**src/hdl/tali_pkg.sv**
```systemverilog
package tali_pkg;

    // Width of the step counts carried by a request.
    localparam int STEP_W = 16;

    // Default width of the target and position counters.
    localparam int COUNT_BITS_DEF = 16;

    // Request operations.
    localparam logic OP_LOAD = 1'b0;
    localparam logic OP_TICK = 1'b1;

    typedef struct packed {
        logic              opcode;
        logic [STEP_W-1:0] x_steps;
        logic [STEP_W-1:0] y_steps;
        logic [STEP_W-1:0] z_steps;
    } cmd_t;

    typedef struct packed {
        logic pulse_x;
        logic pulse_y;
        logic pulse_z;
        logic busy_res;
        logic finished;
    } res_t;

endpackage

```
**src/hdl/tali_out_buf.sv**
```systemverilog
module tali_out_buf
    import tali_pkg::*;
(
    input  logic clk,
    input  logic rst_n,
    input  logic push_valid,
    output logic push_ready,
    input  res_t push_data,
    output logic pop_valid,
    input  logic pop_ready,
    output res_t pop_data
);

    logic main_valid_reg;
    logic skid_valid_reg;
    res_t main_reg;
    res_t skid_reg;
    logic push;
    logic pop;

    // A second entry lets a request be taken while the first result is stalled.
    assign push_ready = !skid_valid_reg;
    assign push       = push_valid && push_ready;
    assign pop        = main_valid_reg && pop_ready;
    assign pop_valid  = main_valid_reg;
    assign pop_data   = main_reg;

    always_ff @(posedge clk or negedge rst_n)
    begin
        if (!rst_n)
        begin
            main_valid_reg <= 1'b0;
            skid_valid_reg <= 1'b0;
        end
        else if (!main_valid_reg || pop)
        begin
            main_valid_reg <= skid_valid_reg || push;
            skid_valid_reg <= 1'b0;
        end
        else if (push)
        begin
            skid_valid_reg <= 1'b1;
        end
    end

    always_ff @(posedge clk)
    begin
        if (!main_valid_reg || pop)
        begin
            main_reg <= skid_valid_reg ? skid_reg : push_data;
        end
        else if (push)
        begin
            skid_reg <= push_data;
        end
    end

endmodule

```
**config.mk**
```make
export PLATFORM = sky130hd
export DESIGN_NAME = tali_out_buf
export DESIGN_NICKNAME = d
export VERILOG_FILES = /design/src/hdl/tali_pkg.sv /design/src/hdl/tali_out_buf.sv
export SDC_FILE = /design/constraint.sdc
export NUM_CORES = 1
export LEC_CHECK = 0
export ABC_AREA = 1
export BUFFER_PORTS_ARGS = -buffer_cell sky130_fd_sc_hd__buf_4
export CORE_AREA = 2 2 39 41
export CTS_CLUSTER_SIZE = 10
export DETAILED_ROUTE_END_ITERATION = 8
export DIE_AREA = 0 0 41 43
export PLACE_DENSITY = 0.58
export SKIP_LAST_GASP = 1
export SLEW_MARGIN = 20
export SYNTH_ARGS = -nofsm -noshare
export SYNTH_HDL_FRONTEND = slang
export SYNTH_SLANG_ARGS = --single-unit
```
**constraint.sdc**
```tcl
create_clock -name clk -period 1.7 [get_ports clk]
set_input_delay 0.34 -clock clk [delete_from_list [all_inputs] [get_ports clk]]
set_output_delay 0.34 -clock clk [all_outputs]
set_load 0.01 [all_outputs]
```
==> flow_summary.json, run 1 <==
{
  "portBuffers": 15,
  "die_w_um": 41,
  "grt_pass1_wl_mm": 1.07,
  "gp_congestion": 0.755,
  "fillers": 132,
  "fin_area_um2": 613,
  "cp-start-kind": "register",
  "postCtsSetupBuffers": 0,
  "layout.nets": 66,
  "antenna_found_initial": 0,
  "fmax_mhz": 752,
  "path_depth": 2,
  "grt_pass1_vias": 268,
  "routedWlPerCell_um": 8.79,
  "skew_ns": 0.00168,
  "clk_pin_slew_ns": 0.07,
  "reg2reg_slack_ns": 0.43,
  "drt_iter0_drc": 4,
  "crit_type": "register to output pin",
  "dp_hpwl_um": 501,
  "path_max_fanout": 7,
  "hold_class": "input port to register",
  "hold-worst-slack_ns": 0.260,
  "cts_tree": "built",
  "powerDensity_mw_per_mm2": 984,
  "drc_errors": 0,
  "dieArea_mm2": 0.00176,
  "synth-seq-cells": 12,
  "status": "complete, no violations",
  "cp-end-kind": "output pin",
  "ir_drop_mv": 0.340,
  "startpoint": "skid_valid_reg",
  "yosysSeqAreaShare_pct": 80.2,
  "path_cells": "inv_2, buf_4",
  "area_growth_pct": 40.4,
  "finalCritPeriodShare_pct": 78.2,
  "cpMaxStageDelayCell": "dfrtp_1",
  "slowest_delay_ns": 0.45,
  "layout-drive-gt1-share_pct": 35.7,
  "crit_end": "push_ready",
  "syn-num-nets": 44,
  "p_leak_nw": 0.281,
  "cts_buffers": 3,
  "core_area_mm2": 0.00138,
  "hold_viol": 0,
  "r2r_cells": 3,
  "grt_max_degree": 8,
  "synth_area_per_cell_um2": 12.5,
  "ioPinCount": 16,
  "r2r_end": "skid_reg[0]",
  "tightest_slew_ns": 0.363,
  "fin_cells": 72,
  "cts-root-buf": "clkbuf_4",
  "synth_cell_types": 6,
  "cts_htree_levels": 1,
  "rsz0062_at_grt": "no",
  "path_buf_inv": 2,
  "grt.overflow.total": 0,
  "die_y_um": 43,
  "dp_cells": 67,
  "tns_ns": 0,
  "drv_slew": 0,
  "netlist_instances": 35,
  "finalPower_mw": 0.603,
  "drv_cap": 0,
  "rr_startpoint": "skid_valid_reg",
  "grt_usage_pct": 10.2,
  "route.vias.total": 301,
  "clock_latency_ns": 0.26,
  "firstDrtPassIters": 4,
  "initial_utilization_pct": 31.6,
  "clock-sinks": 12,
  "clockBufferDepth": 2,
  "cp_top_family": "flip-flops",
  "placed_area_um2": 577,
  "setup_viol": 0,
  "antenna-diode-count": 0,
  "vias_per_cell": 4.18,
  "critical_path_required_ns": 1.36,
  "row_count": 14,
  "wirelength_um": 633,
  "synth_area_um2": 437,
  "critPathArrivalTime_ns": 0.99,
  "final_cell_mix": "nand2_1 (18), buf_4 (16), edfxtp_1 (10)",
  "ys_warn_count": 0,
  "maxSlewHeadroom_pct": 75.7,
  "postRouteAntennaNets": 0,
  "final_common_cell": "nand2_1",
  "min_period_ns": 1.33
}
==> report_power, final <==
| group | switching [mW] | internal [mW] | leakage [nW] |
|---|---|---|---|
| Combinational | 0.0373 | 0.0415 | 0.146 |
| Sequential | 0.00801 | 0.345 | 0.120 |
| Clock | 0.0870 | 0.0848 | 0.0154 |
| Total | 0.132 | 0.471 | 0.281 |
==> routing by layer <==
metal	vias up	track usage [%]	routed length [µm]
met3	2	6.28	45
li1	156	-	-
met2	14	12.8	300
met5	-	0	0
met1	129	10.8	269
met4	0	10.0	19
==> synth_stat cells <==
master | n | share of area (%)
nand2_1 | 18 | 15
edfxtp_1 | 10 | 69
nor2_1 | 3 | 2.6
dfrtp_1 | 2 | 11
inv_1 | 1 | 0.86
inv_2 | 1 | 0.86
==> logic make-up after synthesis <==
kind of cell	synth area share [%]
buffers and inverters	1.72
and+or+nand+nor	18.1
DFF	80.2
==> metrics by stage <==
| step | worst slack (ns) | util [%] |
|---|---|---|
| 2_1_floorplan | 0.505 | - |
| 3_5_place_dp | 0.432 | 41.7 |
| 5_1_grt | 0.314 | 44.3 |
| 3_3_place_gp | 0.451 | 41.7 |
| 4_1_cts | 0.366 | 44.3 |
| 6_report | 0.371 | 44.3 |
==> final cells by class <==
type	count	area [µm²]	area share, %
repair buffers	17	130	21.2
clock buffers	3	22.5	3.67
inverters	2	7.51	1.22
multi-input cells	21	78.8	12.9
clock inverters	1	3.75	0.612
flip-flops and latches	12	350	57.1
well taps	16	20.0	3.27
==> worst min-delay path by stage <==
stage | to | depth (start not counted) | from | slack (ns)
2_1_floorplan | pop_valid | 0 | rst_n | 0.04
3_3_place_gp | pop_valid | 1 | rst_n | 0.12
3_5_place_dp | pop_valid | 1 | rst_n | 0.13
4_1_cts | skid_reg[2] | 1 | push_data[2] | 0.25
5_1_grt | skid_reg[4] | 1 | push_data[4] | 0.23
6_report | skid_reg[0] | 1 | push_data[0] | 0.26
==> worst reg2reg max path: stages (launching register included) <==
cell	delay, ns
dfrtp_1	0.45
inv_2	0.14
nand2_1	0.06
nor2_1	0.29
==> timing repair <==
item                       4_1_cts  5_1_grt
hold buffers                     1        0
hold endpoints to repair         2        0
setup endpoints to repair        0        0
resized for setup                0        0
Power figures use the tool's default switching activity.
==> inputs of run 2 (changes only) <==
- PLACE_DENSITY: 0.58 -> 0.6
- clock period: 1.7 -> 1.12 ns (I/O delays scaled with it)
==> flow_summary.json, run 2 (synthesis results as in run 1) <==
{
  "setup_ws_ns": 0.0587,
  "internal-power_mw": 0.723,
  "fin_area_um2": 631,
  "grt_usage_pct": 13.7,
  "crit_type": "register to output pin",
  "ctsResizeCount": 0,
  "grt.overflow.total": 0,
  "grt_pass1_vias": 328,
  "layout.nets": 68,
  "dieArea_mm2": 0.00176,
  "path_max_fanout": 3,
  "grt_max_degree": 8,
  "critPathArrivalTime_ns": 0.84,
  "portBuffers": 15,
  "hold_viol": 0,
  "ir_drop_mv": 0.653,
  "cp-start-kind": "register",
  "power_frac_comb_pct": 14.4,
  "antenna-diode-count": 0,
  "cts_htree_levels": 1,
  "clockBufferDepth": 2,
  "grt_pass1_wl_mm": 1.44,
  "die_w_um": 41,
  "clock-sinks": 12,
  "tightest_slew_ns": 0.248,
  "area_growth_pct": 44.4,
  "antenna_found_initial": 0,
  "cts_tree": "built",
  "wirelength_um": 836,
  "setup_viol": 0,
  "drt_iter0_drc": 5,
  "initial_utilization_pct": 31.6,
  "fillers": 131,
  "clock_latency_ns": 0.27,
  "row_count": 14,
  "rsz0062_at_grt": "no",
  "placed_area_um2": 594,
  "p_sw_mw": 0.220,
  "vias_per_cell": 4.32,
  "gp_congestion": 0.701,
  "hold-worst-slack_ns": 0.134,
  "tns_ns": 0,
  "route.vias.total": 320,
  "r2r_cells": 3,
  "drc_errors": 0,
  "critical_path_required_ns": 0.90,
  "fin_cells": 74,
  "routedWlPerCell_um": 11.3,
  "min_path_cells": 1,
  "die_y_um": 43,
  "postRouteAntennaNets": 0,
  "cts_buffers": 3,
  "finalCritPeriodShare_pct": 94.8,
  "final_cell_mix": "nand2_1 (18), buf_4 (18), edfxtp_1 (10)",
  "drv_slew": 0,
  "core_area_mm2": 0.00138,
  "clk_pin_slew_ns": 0.07,
  "firstDrtPassIters": 2,
  "seqPwrFrac_pct": 56.5,
  "p_leak_nw": 0.291,
  "p_sw_share_pct": 23.3,
  "min_period_ns": 1.06,
  "powerDensity_mw_per_mm2": 1490,
  "dp_cells": 69,
  "hold_class": "input port to register",
  "layout-drive-gt1-share_pct": 39.7,
  "clkPwrFrac_pct": 29.1,
  "fmax_mhz": 942,
  "maxSlewHeadroom_pct": 83.4,
  "skew_ns": 0.000798,
  "cp-end-kind": "output pin",
  "cts-root-buf": "clkbuf_4",
  "status": "complete, no violations",
  "ioPinCount": 16,
  "post-place-ws_ns": 0.108,
  "drv_cap": 0
}
run 2: layout make-up:
type	instances	area [µm²]	share of cell area [%]
flip-flops and latches	12	350	55.6
repair buffers	19	145	23.0
multi-input cells	21	81.3	12.9
clock buffers	3	22.5	3.57
well taps	16	20.0	3.17
inverters	2	7.51	1.19
clock inverters	1	3.75	0.595
run 2: final timing paths:
path	slack [ns]	from	endpoint
max in group asynchronous	0.73	rst_n	skid_valid_reg
min in group asynchronous	0.30	rst_n	pop_valid
setup / recovery	0.06	skid_valid_reg	push_ready
hold reg to reg	0.53	skid_reg[2]	pop_data[2]
setup reg to reg	0.09	skid_valid_reg	skid_reg[2]
hold / removal	0.13	push_data[0]	skid_reg[0]
run 2: worst max-delay path, cell delays in order (launching register included):
cell and delay, ns:
dfrtp_1 0.39, inv_2 0.07, buf_4 0.11
run 2: stage by stage:
stage          utilization (%)  total power, mW
2_1_floorplan                -            0.593
3_3_place_gp              42.9            0.673
3_5_place_dp              42.9            0.679
4_1_cts                   45.6            0.958
5_1_grt                   45.6            0.997
6_report                  45.6            0.943
run 2: power by group through the flow:
stage	sequential [mW]	clock (mW)	combinational, mW
floorplan	0.557	0	0.0361
global placement	0.542	0	0.132
detailed placement	0.544	0	0.135
CTS	0.534	0.286	0.138
global route	0.537	0.305	0.156
finish	0.533	0.275	0.135
run 2: timing repair:
action	CTS	global route
buffers inserted	1	0
setup endpoints to repair	1	0
endpoints found under the hold margin	2	0
hold buffers	1	0
run 2: metal layers:
layer	routed length, µm	vias up	track usage, %	part of all wire [%]
met4	38	0	14.0	4.5
met1	329	142	14.3	39
li1	-	162	-	-
met2	422	12	19.4	50
met3	45	4	4.71	5.4
met5	0	-	0	0
