### src/hdl/tali_pkg.sv
package tali_pkg;

    // Width of the step counts carried by a request.
    localparam int STEP_W = 16;

    // Default width of the target and position counters.
    localparam int COUNT_BITS_DEF = 16;

    // Request operations.
    localparam logic OP_LOAD = 1'b0;
    localparam logic OP_TICK = 1'b1;

    typedef struct packed {
        logic              opcode;
        logic [STEP_W-1:0] x_steps;
        logic [STEP_W-1:0] y_steps;
        logic [STEP_W-1:0] z_steps;
    } cmd_t;

    typedef struct packed {
        logic pulse_x;
        logic pulse_y;
        logic pulse_z;
        logic busy_res;
        logic finished;
    } res_t;

endpackage

### src/hdl/tali_core.sv
module tali_core
    import tali_pkg::*;
#(
    parameter int COUNT_BITS = COUNT_BITS_DEF
)
(
    input  logic clk,
    input  logic rst_n,
    input  logic accept,
    input  cmd_t cmd,
    output res_t result
);

    localparam int SUM_W = COUNT_BITS + 2;
    localparam int DEV_W = 2 * COUNT_BITS + 2;

    localparam logic [2:0] AXIS_X = 3'b001;
    localparam logic [2:0] AXIS_Y = 3'b010;
    localparam logic [2:0] AXIS_Z = 3'b100;

    logic [COUNT_BITS-1:0]   tgt_x_reg, tgt_y_reg, tgt_z_reg;
    logic [COUNT_BITS-1:0]   pos_x_reg, pos_y_reg, pos_z_reg;
    logic [SUM_W-1:0]        done_reg;
    logic [SUM_W-1:0]        total_reg;
    logic signed [DEV_W-1:0] dxy_reg, dxz_reg, dyz_reg;
    logic                    active_reg;

    logic [COUNT_BITS-1:0]   ld_x, ld_y, ld_z;
    logic [SUM_W-1:0]        ld_total;
    logic                    ld_busy;
    logic                    xy_ge, xz_ge, yz_ge;
    logic [2:0]              axis;
    logic [COUNT_BITS-1:0]   sel_pos, sel_tgt;
    logic                    at_target;
    logic [SUM_W-1:0]        done_next;
    logic                    last_step;
    logic signed [DEV_W-1:0] ext_x, ext_y, ext_z;
    logic signed [DEV_W-1:0] dxy_next, dxz_next, dyz_next;

    always_comb
    begin
        ld_x     = COUNT_BITS'(cmd.x_steps);
        ld_y     = COUNT_BITS'(cmd.y_steps);
        ld_z     = COUNT_BITS'(cmd.z_steps);
        ld_total = SUM_W'(ld_x) + SUM_W'(ld_y) + SUM_W'(ld_z);
        ld_busy  = (ld_total != '0);
    end

    // The deviations are kept as running sums, so their signs are read straight
    // from the registers rather than from products of targets and positions.
    always_comb
    begin
        xy_ge = !dxy_reg[DEV_W-1];
        xz_ge = !dxz_reg[DEV_W-1];
        yz_ge = !dyz_reg[DEV_W-1];

        if (tgt_x_reg == '0)
        begin
            axis = (yz_ge && (tgt_y_reg != '0)) ? AXIS_Y : AXIS_Z;
        end
        else if (xy_ge && xz_ge)
        begin
            axis = AXIS_X;
        end
        else if (!xz_ge)
        begin
            axis = AXIS_Z;
        end
        else
        begin
            axis = AXIS_Y;
        end
    end

    always_comb
    begin
        ext_x = DEV_W'(tgt_x_reg);
        ext_y = DEV_W'(tgt_y_reg);
        ext_z = DEV_W'(tgt_z_reg);

        case (axis)
            AXIS_X:
            begin
                sel_pos  = pos_x_reg;
                sel_tgt  = tgt_x_reg;
                dxy_next = dxy_reg - ext_y;
                dxz_next = dxz_reg - ext_z;
                dyz_next = dyz_reg;
            end
            AXIS_Y:
            begin
                sel_pos  = pos_y_reg;
                sel_tgt  = tgt_y_reg;
                dxy_next = dxy_reg + ext_x;
                dxz_next = dxz_reg;
                dyz_next = dyz_reg - ext_z;
            end
            default:
            begin
                sel_pos  = pos_z_reg;
                sel_tgt  = tgt_z_reg;
                dxy_next = dxy_reg;
                dxz_next = dxz_reg + ext_x;
                dyz_next = dyz_reg + ext_y;
            end
        endcase

        at_target = (sel_pos == sel_tgt);
        done_next = done_reg + SUM_W'(1);
        last_step = (done_next >= total_reg);
    end

    always_comb
    begin
        result = '0;
        if (cmd.opcode == OP_LOAD)
        begin
            result.busy_res = ld_busy;
            result.finished = !ld_busy;
        end
        else if (active_reg)
        begin
            if (at_target)
            begin
                result.finished = 1'b1;
            end
            else
            begin
                result.pulse_x  = axis[0];
                result.pulse_y  = axis[1];
                result.pulse_z  = axis[2];
                result.busy_res = !last_step;
                result.finished = last_step;
            end
        end
    end

    always_ff @(posedge clk or negedge rst_n)
    begin
        if (!rst_n)
        begin
            active_reg <= 1'b0;
        end
        else if (accept)
        begin
            if (cmd.opcode == OP_LOAD)
            begin
                active_reg <= ld_busy;
            end
            else if (active_reg && (at_target || last_step))
            begin
                active_reg <= 1'b0;
            end
        end
    end

    always_ff @(posedge clk)
    begin
        if (accept)
        begin
            if (cmd.opcode == OP_LOAD)
            begin
                tgt_x_reg <= ld_x;
                tgt_y_reg <= ld_y;
                tgt_z_reg <= ld_z;
                total_reg <= ld_total;
                pos_x_reg <= '0;
                pos_y_reg <= '0;
                pos_z_reg <= '0;
                done_reg  <= '0;
                dxy_reg   <= '0;
                dxz_reg   <= '0;
                dyz_reg   <= '0;
            end
            else if (active_reg && !at_target)
            begin
                if (axis[0])
                begin
                    pos_x_reg <= pos_x_reg + COUNT_BITS'(1);
                end
                if (axis[1])
                begin
                    pos_y_reg <= pos_y_reg + COUNT_BITS'(1);
                end
                if (axis[2])
                begin
                    pos_z_reg <= pos_z_reg + COUNT_BITS'(1);
                end
                done_reg <= done_next;
                dxy_reg  <= dxy_next;
                dxz_reg  <= dxz_next;
                dyz_reg  <= dyz_next;
            end
        end
    end

endmodule

### config.mk
export PLATFORM = sky130hd
export DESIGN_NAME = tali_core
export DESIGN_NICKNAME = d
export VERILOG_FILES = /design/src/hdl/tali_pkg.sv /design/src/hdl/tali_core.sv
export SDC_FILE = /design/constraint.sdc
export NUM_CORES = 1
export LEC_CHECK = 0
export BUFFER_PORTS_ARGS = -buffer_cell sky130_fd_sc_hd__buf_2
export CORE_MARGIN = 1
export CORE_UTILIZATION = 55
export DETAILED_ROUTE_END_ITERATION = 8
export PLACE_DENSITY = 0.79
export SYNTH_ARGS = -nofsm -noshare
export SYNTH_HDL_FRONTEND = slang
export SYNTH_SLANG_ARGS = --single-unit
### constraint.sdc
create_clock -name clk -period 7.2 [get_ports clk]
set_input_delay 1.08 -clock clk [delete_from_list [all_inputs] [get_ports clk]]
set_output_delay 1.08 -clock clk [all_outputs]
set_load 0.005 [all_outputs]
==> out/results.txt, run 1 <==
Post-DR wirelength/cell -> 20.0 um
Chip Height -> 182 um
Most common cell after layout, fill and taps aside -> edfxtp_1
Commonest non-fill, non-tap cells in the layout -> edfxtp_1 (234), nor2_1 (209), nand2_1 (154), ha_1 (140), a21oi_1 (112)
RR Endpoint -> dxy_reg[32]
Post-synthesis register bit count -> 235
Iter 0 DRT Violations -> 1366
Vias post-DR -> 15000
DP Area -> 18500 um2
Initial antenna violation count -> 1
ANT nets after route -> 0
Worst Path Required -> 6.12 ns
Final min period -> 6.71 ns
Core Area -> 31700 um2
Synth area leaders -> edfxtp_1 (39%), ha_1 (9.8%), nor2_1 (4.4%), xnor2_1 (3.9%), xor2_1 (3.8%)
Post-synth EDFFs -> 234
Leakage -> 7.95 nW
Io pins -> 57
CP Data Arrival Time -> 5.63 ns
Unrepaired setup endpoints after global routing -> no
Final wirelength -> 47000 um
Initial core utilization -> 0.561
Endpoint type of the worst setup path -> output port
Pin count of the biggest net entering global routing -> 71
Period utilization -> 0.931
Seq/Total Area, Yosys -> 0.396
Share of total power in the clock network -> 0.151
1st-pass router iterations -> 6
Outcome -> finished clean
Routability congestion estimate -> 0.991
Reg2reg path depth -> 19
Worst hold path type -> input port to async pin
Int Power -> 5.08 mW
Hold Buf Count CTS -> 0
Clk root buf -> clkbuf_16
Clk sinks -> 235
Global-route wire length before repair -> 74600 um
Crit path max fanout -> 18
Max Buffers Root-to-Sink -> 3
Final setup TNS -> 0 ns
Power density over cell area -> 466 nW/um2
Fmax -> 0.149 GHz
Setup-failing EPs final -> 0
Synth async-reset ratio -> 0.00426
Worst IR Drop VDD -> 0.397 mV
Max H-tree Level -> 1
Vias in the first global route -> 14200
Post-synth top area cell -> edfxtp_1
YS warnings -> 0
Critical Path Start Type -> flip-flop
Final-report max-slew violation count -> 0
Vias per cell -> 6.37
Synth unique cells -> 71
Num CTS Buffers -> 28
GR Overflow Total -> 0
Slew HR -> 0.233
Clock Latency Late Sink -> 0.56 ns
Rows -> 65
Final Hold Fails -> 0
MaxCap Viol Count -> 0
Ratio of cells with drive above 1 in the final layout -> 0.0739
HPWL after detailed placement -> 34600 um
Port Buf Inserts -> 56
Synth Cell Area -> 17800 um2
Syn_area_per_cell -> 9.38 um2
Worst-Margin Slew -> 1.15 ns
Psw -> 3.95 mW
Worst-path clk slew -> 0.07 ns
Beginning of the worst register-to-register path -> tgt_y_reg[0]
Die width -> 182 um
Top FF cell, synth -> edfxtp_1
Power share of the combinational group -> 0.590
Setup slack, reg-to-reg -> 0.84 ns
Critical path class -> flip-flop to output port
Syn Inst Count -> 1896
All-Layer GR Usage -> 0.282
Seq pwr share -> 0.258
Die ar. -> 33100 um2
Post-CTS resize count -> 0
Area share of the largest cell type after synthesis -> 0.395
# Post-CTS Setup Buffers -> 0
Fin area -> 19400 um2
CTS tree -> done
Sw frac -> 0.438
Synthesis-to-finish area growth -> 8.82%
Mapped Nets -> 2108
Remaining DRCs -> 0
Nets -> 2140
Skew final -> 0.00975 ns
## power groups by stage
stage	clock [mW]	sequential (mW)	combinational [mW]
5_1_grt	1.44	2.36	5.90
2_1_floorplan	0	2.24	4.18
3_3_place_gp	0	2.34	5.01
4_1_cts	1.38	2.33	5.23
3_5_place_dp	0	2.35	5.18
6_report	1.37	2.33	5.33
## how the worst max path moves through the flow
stage	startpoint	endpoint	slack (ns)	cells after the start
CTS	tgt_y_reg[0]	result[4]	0.60	14
global route	cmd[1]	result[0]	0.39	16
global placement	cmd[1]	result[0]	0.72	16
finish	tgt_y_reg[0]	result[2]	0.49	14
floorplan	tgt_y_reg[0]	dxy_reg[32]	1.13	24
detailed placement	cmd[1]	result[0]	0.65	16
## logic make-up (layout without fill, tap and decap cells)
family,after synthesis,count (layout),synth area share
AND/OR/NAND/NOR,713,713,0.195
other,0,1,0
adder cells (fa/ha/maj),160,160,0.121
flip-flops,235,235,0.396
AO/OA/AOI/OAI,455,455,0.170
multiplexers,10,10,0.00577
XOR/XNOR,157,157,0.0773
buffers and inverters,166,218,0.0353
## critical path, stage by stage (launching register included)
cell	delay, ns
edfxtp_1	0.48
inv_1	0.10
ha_1	0.19
or4b_1	0.62
o41ai_4	0.45
buf_4	0.31
mux2_2	0.44
a221oi_1	0.15
o31a_1	0.32
a32o_1	0.21
or4b_4	0.58
o41ai_4	0.63
or2_1	0.29
nor2_1	0.12
buf_2	0.16
## through the flow
stage	hold slack [ns]	worst slack, ns	utilization	instances	power, mW
2_1_floorplan	0.564	1.13	-	1896	6.42
3_3_place_gp	0.605	0.724	0.583	2300	7.35
3_5_place_dp	0.610	0.645	0.583	2300	7.53
4_1_cts	0.280	0.597	0.610	2350	8.94
5_1_grt	0.281	0.385	0.610	2351	9.69
6_report	0.291	0.494	0.610	2351	9.03
## per-layer routing
metal / share of wire / GRT usage
met1: 0.42 / 0.382
met3: 0.089 / 0.0421
met4: 0.037 / 0.103
met5: 0 / 0
met2: 0.46 / 0.460
## synth_stat cells, drive strengths merged (8+ instances only)
library cell	n
nor4	20
nand3	75
fa	20
mux2i	8
edfxtp	234
xnor2	79
a21boi	15
o22ai	8
nor2	209
o211ai	10
nor3	61
or2	10
a21o	72
inv	92
nand4	20
and2	31
a211oi	15
xor2	78
buf	8
and3	23
o21bai	11
a211o	11
a221oi	8
nand2	154
or3	30
nor2b	16
ha	140
o21a	24
a31oi	12
nand2b	24
clkbuf	65
nor3b	12
o21ai	94
a21oi	113
or4	8
## layout make-up
cell class | instances | area [um2]
antenna | 1 | 2.50
timing repair buffer | 75 | 423
multi-input combinational | 1495 | 10200
sequential | 235 | 7050
inverter | 93 | 352
clock buffer | 31 | 733
clock inverter | 19 | 143
tap | 402 | 503
fill | 2658 | 12400
Note: power is estimated with default switching activity, not from simulation.
==> inputs of run 2 (changes only) <==
--- a/config.mk
+++ b/config.mk
@@ -5,11 +5,11 @@
 export SDC_FILE = /design/constraint.sdc
 export NUM_CORES = 1
 export LEC_CHECK = 0
-export BUFFER_PORTS_ARGS = -buffer_cell sky130_fd_sc_hd__buf_2
 export CORE_MARGIN = 1
 export CORE_UTILIZATION = 55
 export DETAILED_ROUTE_END_ITERATION = 8
-export PLACE_DENSITY = 0.79
+export DONT_BUFFER_PORTS = 1
+export PLACE_DENSITY = 0.77
 export SYNTH_ARGS = -nofsm -noshare
 export SYNTH_HDL_FRONTEND = slang
 export SYNTH_SLANG_ARGS = --single-unit
==> out/results.txt, run 2 (synthesized netlist as in run 1, its figures left out) <==
Outcome -> finished clean
Worst IR Drop VDD -> 0.318 mV (-20%)
Num CTS Buffers -> 26 (-7.1%)
Hold Buf Count CTS -> 0 (unchanged)
GR peak layer -> met2
Vias per cell -> 6.38 (about the same)
Initial antenna violation count -> 1 (unchanged)
Critical Path Start Type -> flip-flop
Unrepaired setup endpoints after global routing -> no
Routability congestion estimate -> 0.994 (+0.24%)
GRT met3 Usage -> 0.0527 (+0.0106)
Clk sinks -> 235 (unchanged)
Endpoint type of the worst setup path -> output port
RR Endpoint -> dxy_reg[32]
GR Overflow Total -> 0 (unchanged)
Remaining DRCs -> 0 (unchanged)
Post-DR wirelength/cell -> 20.7 um (+3.6%)
All-Layer GR Usage -> 0.286 (+0.00351)
Final-report max-slew violation count -> 0 (unchanged)
Skew final -> 0.0110 ns (+0.00123 ns)
Core Area -> 31700 um2 (unchanged)
Pin count of the biggest net entering global routing -> 68 (-4.2%)
Die width -> 182 um (unchanged)
Period utilization -> 0.900 (-0.0316)
Chip Height -> 182 um (unchanged)
Synthesis-to-finish area growth -> 7.43%
1st-pass router iterations -> 6 (unchanged)
Setup slack, reg-to-reg -> 0.95 ns (+0.11 ns)
Final wirelength -> 47600 um (+1.1%)
Fill count -> 2730 (+2.7%)
Worst-path clk slew -> 0.06 ns (about the same)
CTS tree -> done
Vias in the first global route -> 13900 (-2.3%)
Ratio of cells with drive above 1 in the final layout -> 0.0449 (-0.0290)
Initial core utilization -> 0.561 (unchanged)
Worst setup path start -> tgt_y_reg[0]
Final setup TNS -> 0 ns (unchanged)
Reg2reg path depth -> 19 (unchanged)
Total power -> 9.03 mW (about the same)
Leakage -> 7.75 nW (-2.4%)
Beginning of the worst register-to-register path -> tgt_y_reg[0]
Worst hold path type -> input port to async pin
Worst-Margin Slew -> 0.942 ns (-0.204 ns)
Iter 0 DRT Violations -> 1560 (+14%)
Max Buffers Root-to-Sink -> 3 (unchanged)
Critical path class -> flip-flop to output port
# Post-CTS Setup Buffers -> 0 (unchanged)
Worst Path Required -> 6.12 ns (about the same)
Met2 usage -> 0.465 (+0.00462)
Vias post-DR -> 14600 (-2.3%)
Die ar. -> 33100 um2 (unchanged)
Fmax -> 0.154 GHz (+3.5%)
CP Data Arrival Time -> 5.40 ns (-0.23 ns)
Post-CTS resize count -> 0 (unchanged)
Finished Core Util -> 0.603 (-0.00777)
MaxCap Viol Count -> 0 (unchanged)
Clock Latency Late Sink -> 0.55 ns (about the same)
Power density over cell area -> 472 nW/um2 (+1.3%)
Clk root buf -> clkbuf_16
Port Buf Inserts -> 0 (-100%)
Final min period -> 6.48 ns (-0.227 ns)
HPWL after detailed placement -> 34900 um (+0.88%)
Final Hold Fails -> 0 (unchanged)
Global-route wire length before repair -> 74300 um (-0.40%)
Commonest non-fill, non-tap cells in the layout -> edfxtp_1 (234), nor2_1 (209), nand2_1 (154), ha_1 (140), a21oi_1 (113)
Slew HR -> 0.366 (+0.133)
Met1 Usage GRT -> 0.383 (+0.000611)
Nets -> 2083 (-2.7%)
Setup-failing EPs final -> 0 (unchanged)
Io pins -> 57 (unchanged)
Critical Path End -> result[0]
ANT nets after route -> 0 (unchanged)
Most common cell after layout, fill and taps aside -> edfxtp_1
Crit path max fanout -> 18 (unchanged)
Max H-tree Level -> 1 (unchanged)
Rows -> 65 (unchanged)
[run 2: layout make-up]
| type | count | area, um2 | area share |
|---|---|---|---|
| diodes | 2 | 5.00 | 0.000262 |
| clock inverters | 19 | 220 | 0.0115 |
| well taps | 402 | 503 | 0.0263 |
| clock buffers | 29 | 683 | 0.0357 |
| multi-input cells | 1495 | 10100 | 0.531 |
| flip-flops and latches | 235 | 7050 | 0.369 |
| inverters | 93 | 352 | 0.0184 |
| repair buffers | 20 | 150 | 0.00785 |
[run 2: layer usage]
metal | part of all wire | up-vias
met5 | 0 | -
met4 | 0.033 | 0
met3 | 0.093 | 121
met2 | 0.46 | 634
met1 | 0.42 | 6963
li1 | - | 6919
[run 2: power by group]
part	total (mW)	switching (mW)	internal, mW
Sequential	2.34	0.245	2.10
Clock	1.43	0.575	0.859
Combinational	5.25	3.05	2.20
Total	9.03	3.87	5.16
[run 2: worst min-delay path by stage]
stage / slack (ns) / start / endpoint / cells past startpoint
2_1_floorplan: 0.56 / active_reg / active_reg / 2
3_3_place_gp: 0.62 / pos_x_reg[5] / pos_x_reg[5] / 2
3_5_place_dp: 0.62 / pos_x_reg[0] / pos_x_reg[0] / 1
4_1_cts: 0.21 / rst_n / active_reg / 0
5_1_grt: 0.21 / rst_n / active_reg / 0
6_report: 0.23 / rst_n / active_reg / 0
[run 2: critical path, cell delays in order, from the launching register on]
cell	delay [ns]
edfxtp_1	0.45
inv_1	0.09
ha_1	0.20
or4b_1	0.62
o41ai_4	0.43
buf_4	0.31
mux2_2	0.43
a221oi_1	0.17
o31a_1	0.34
a32o_1	0.20
or4b_4	0.57
nor4_1	0.82
o21a_1	0.21
[run 2: stage by stage]
stage	hold slack (ns)	instances	worst slack, ns	cell area [um2]
3_5_place_dp	0.625	2245	0.972	18200
4_1_cts	0.212	2293	0.847	19100
5_1_grt	0.213	2295	0.515	19100
2_1_floorplan	0.564	1896	1.13	17800
6_report	0.225	2295	0.721	19100
3_3_place_gp	0.619	2245	1.03	18200
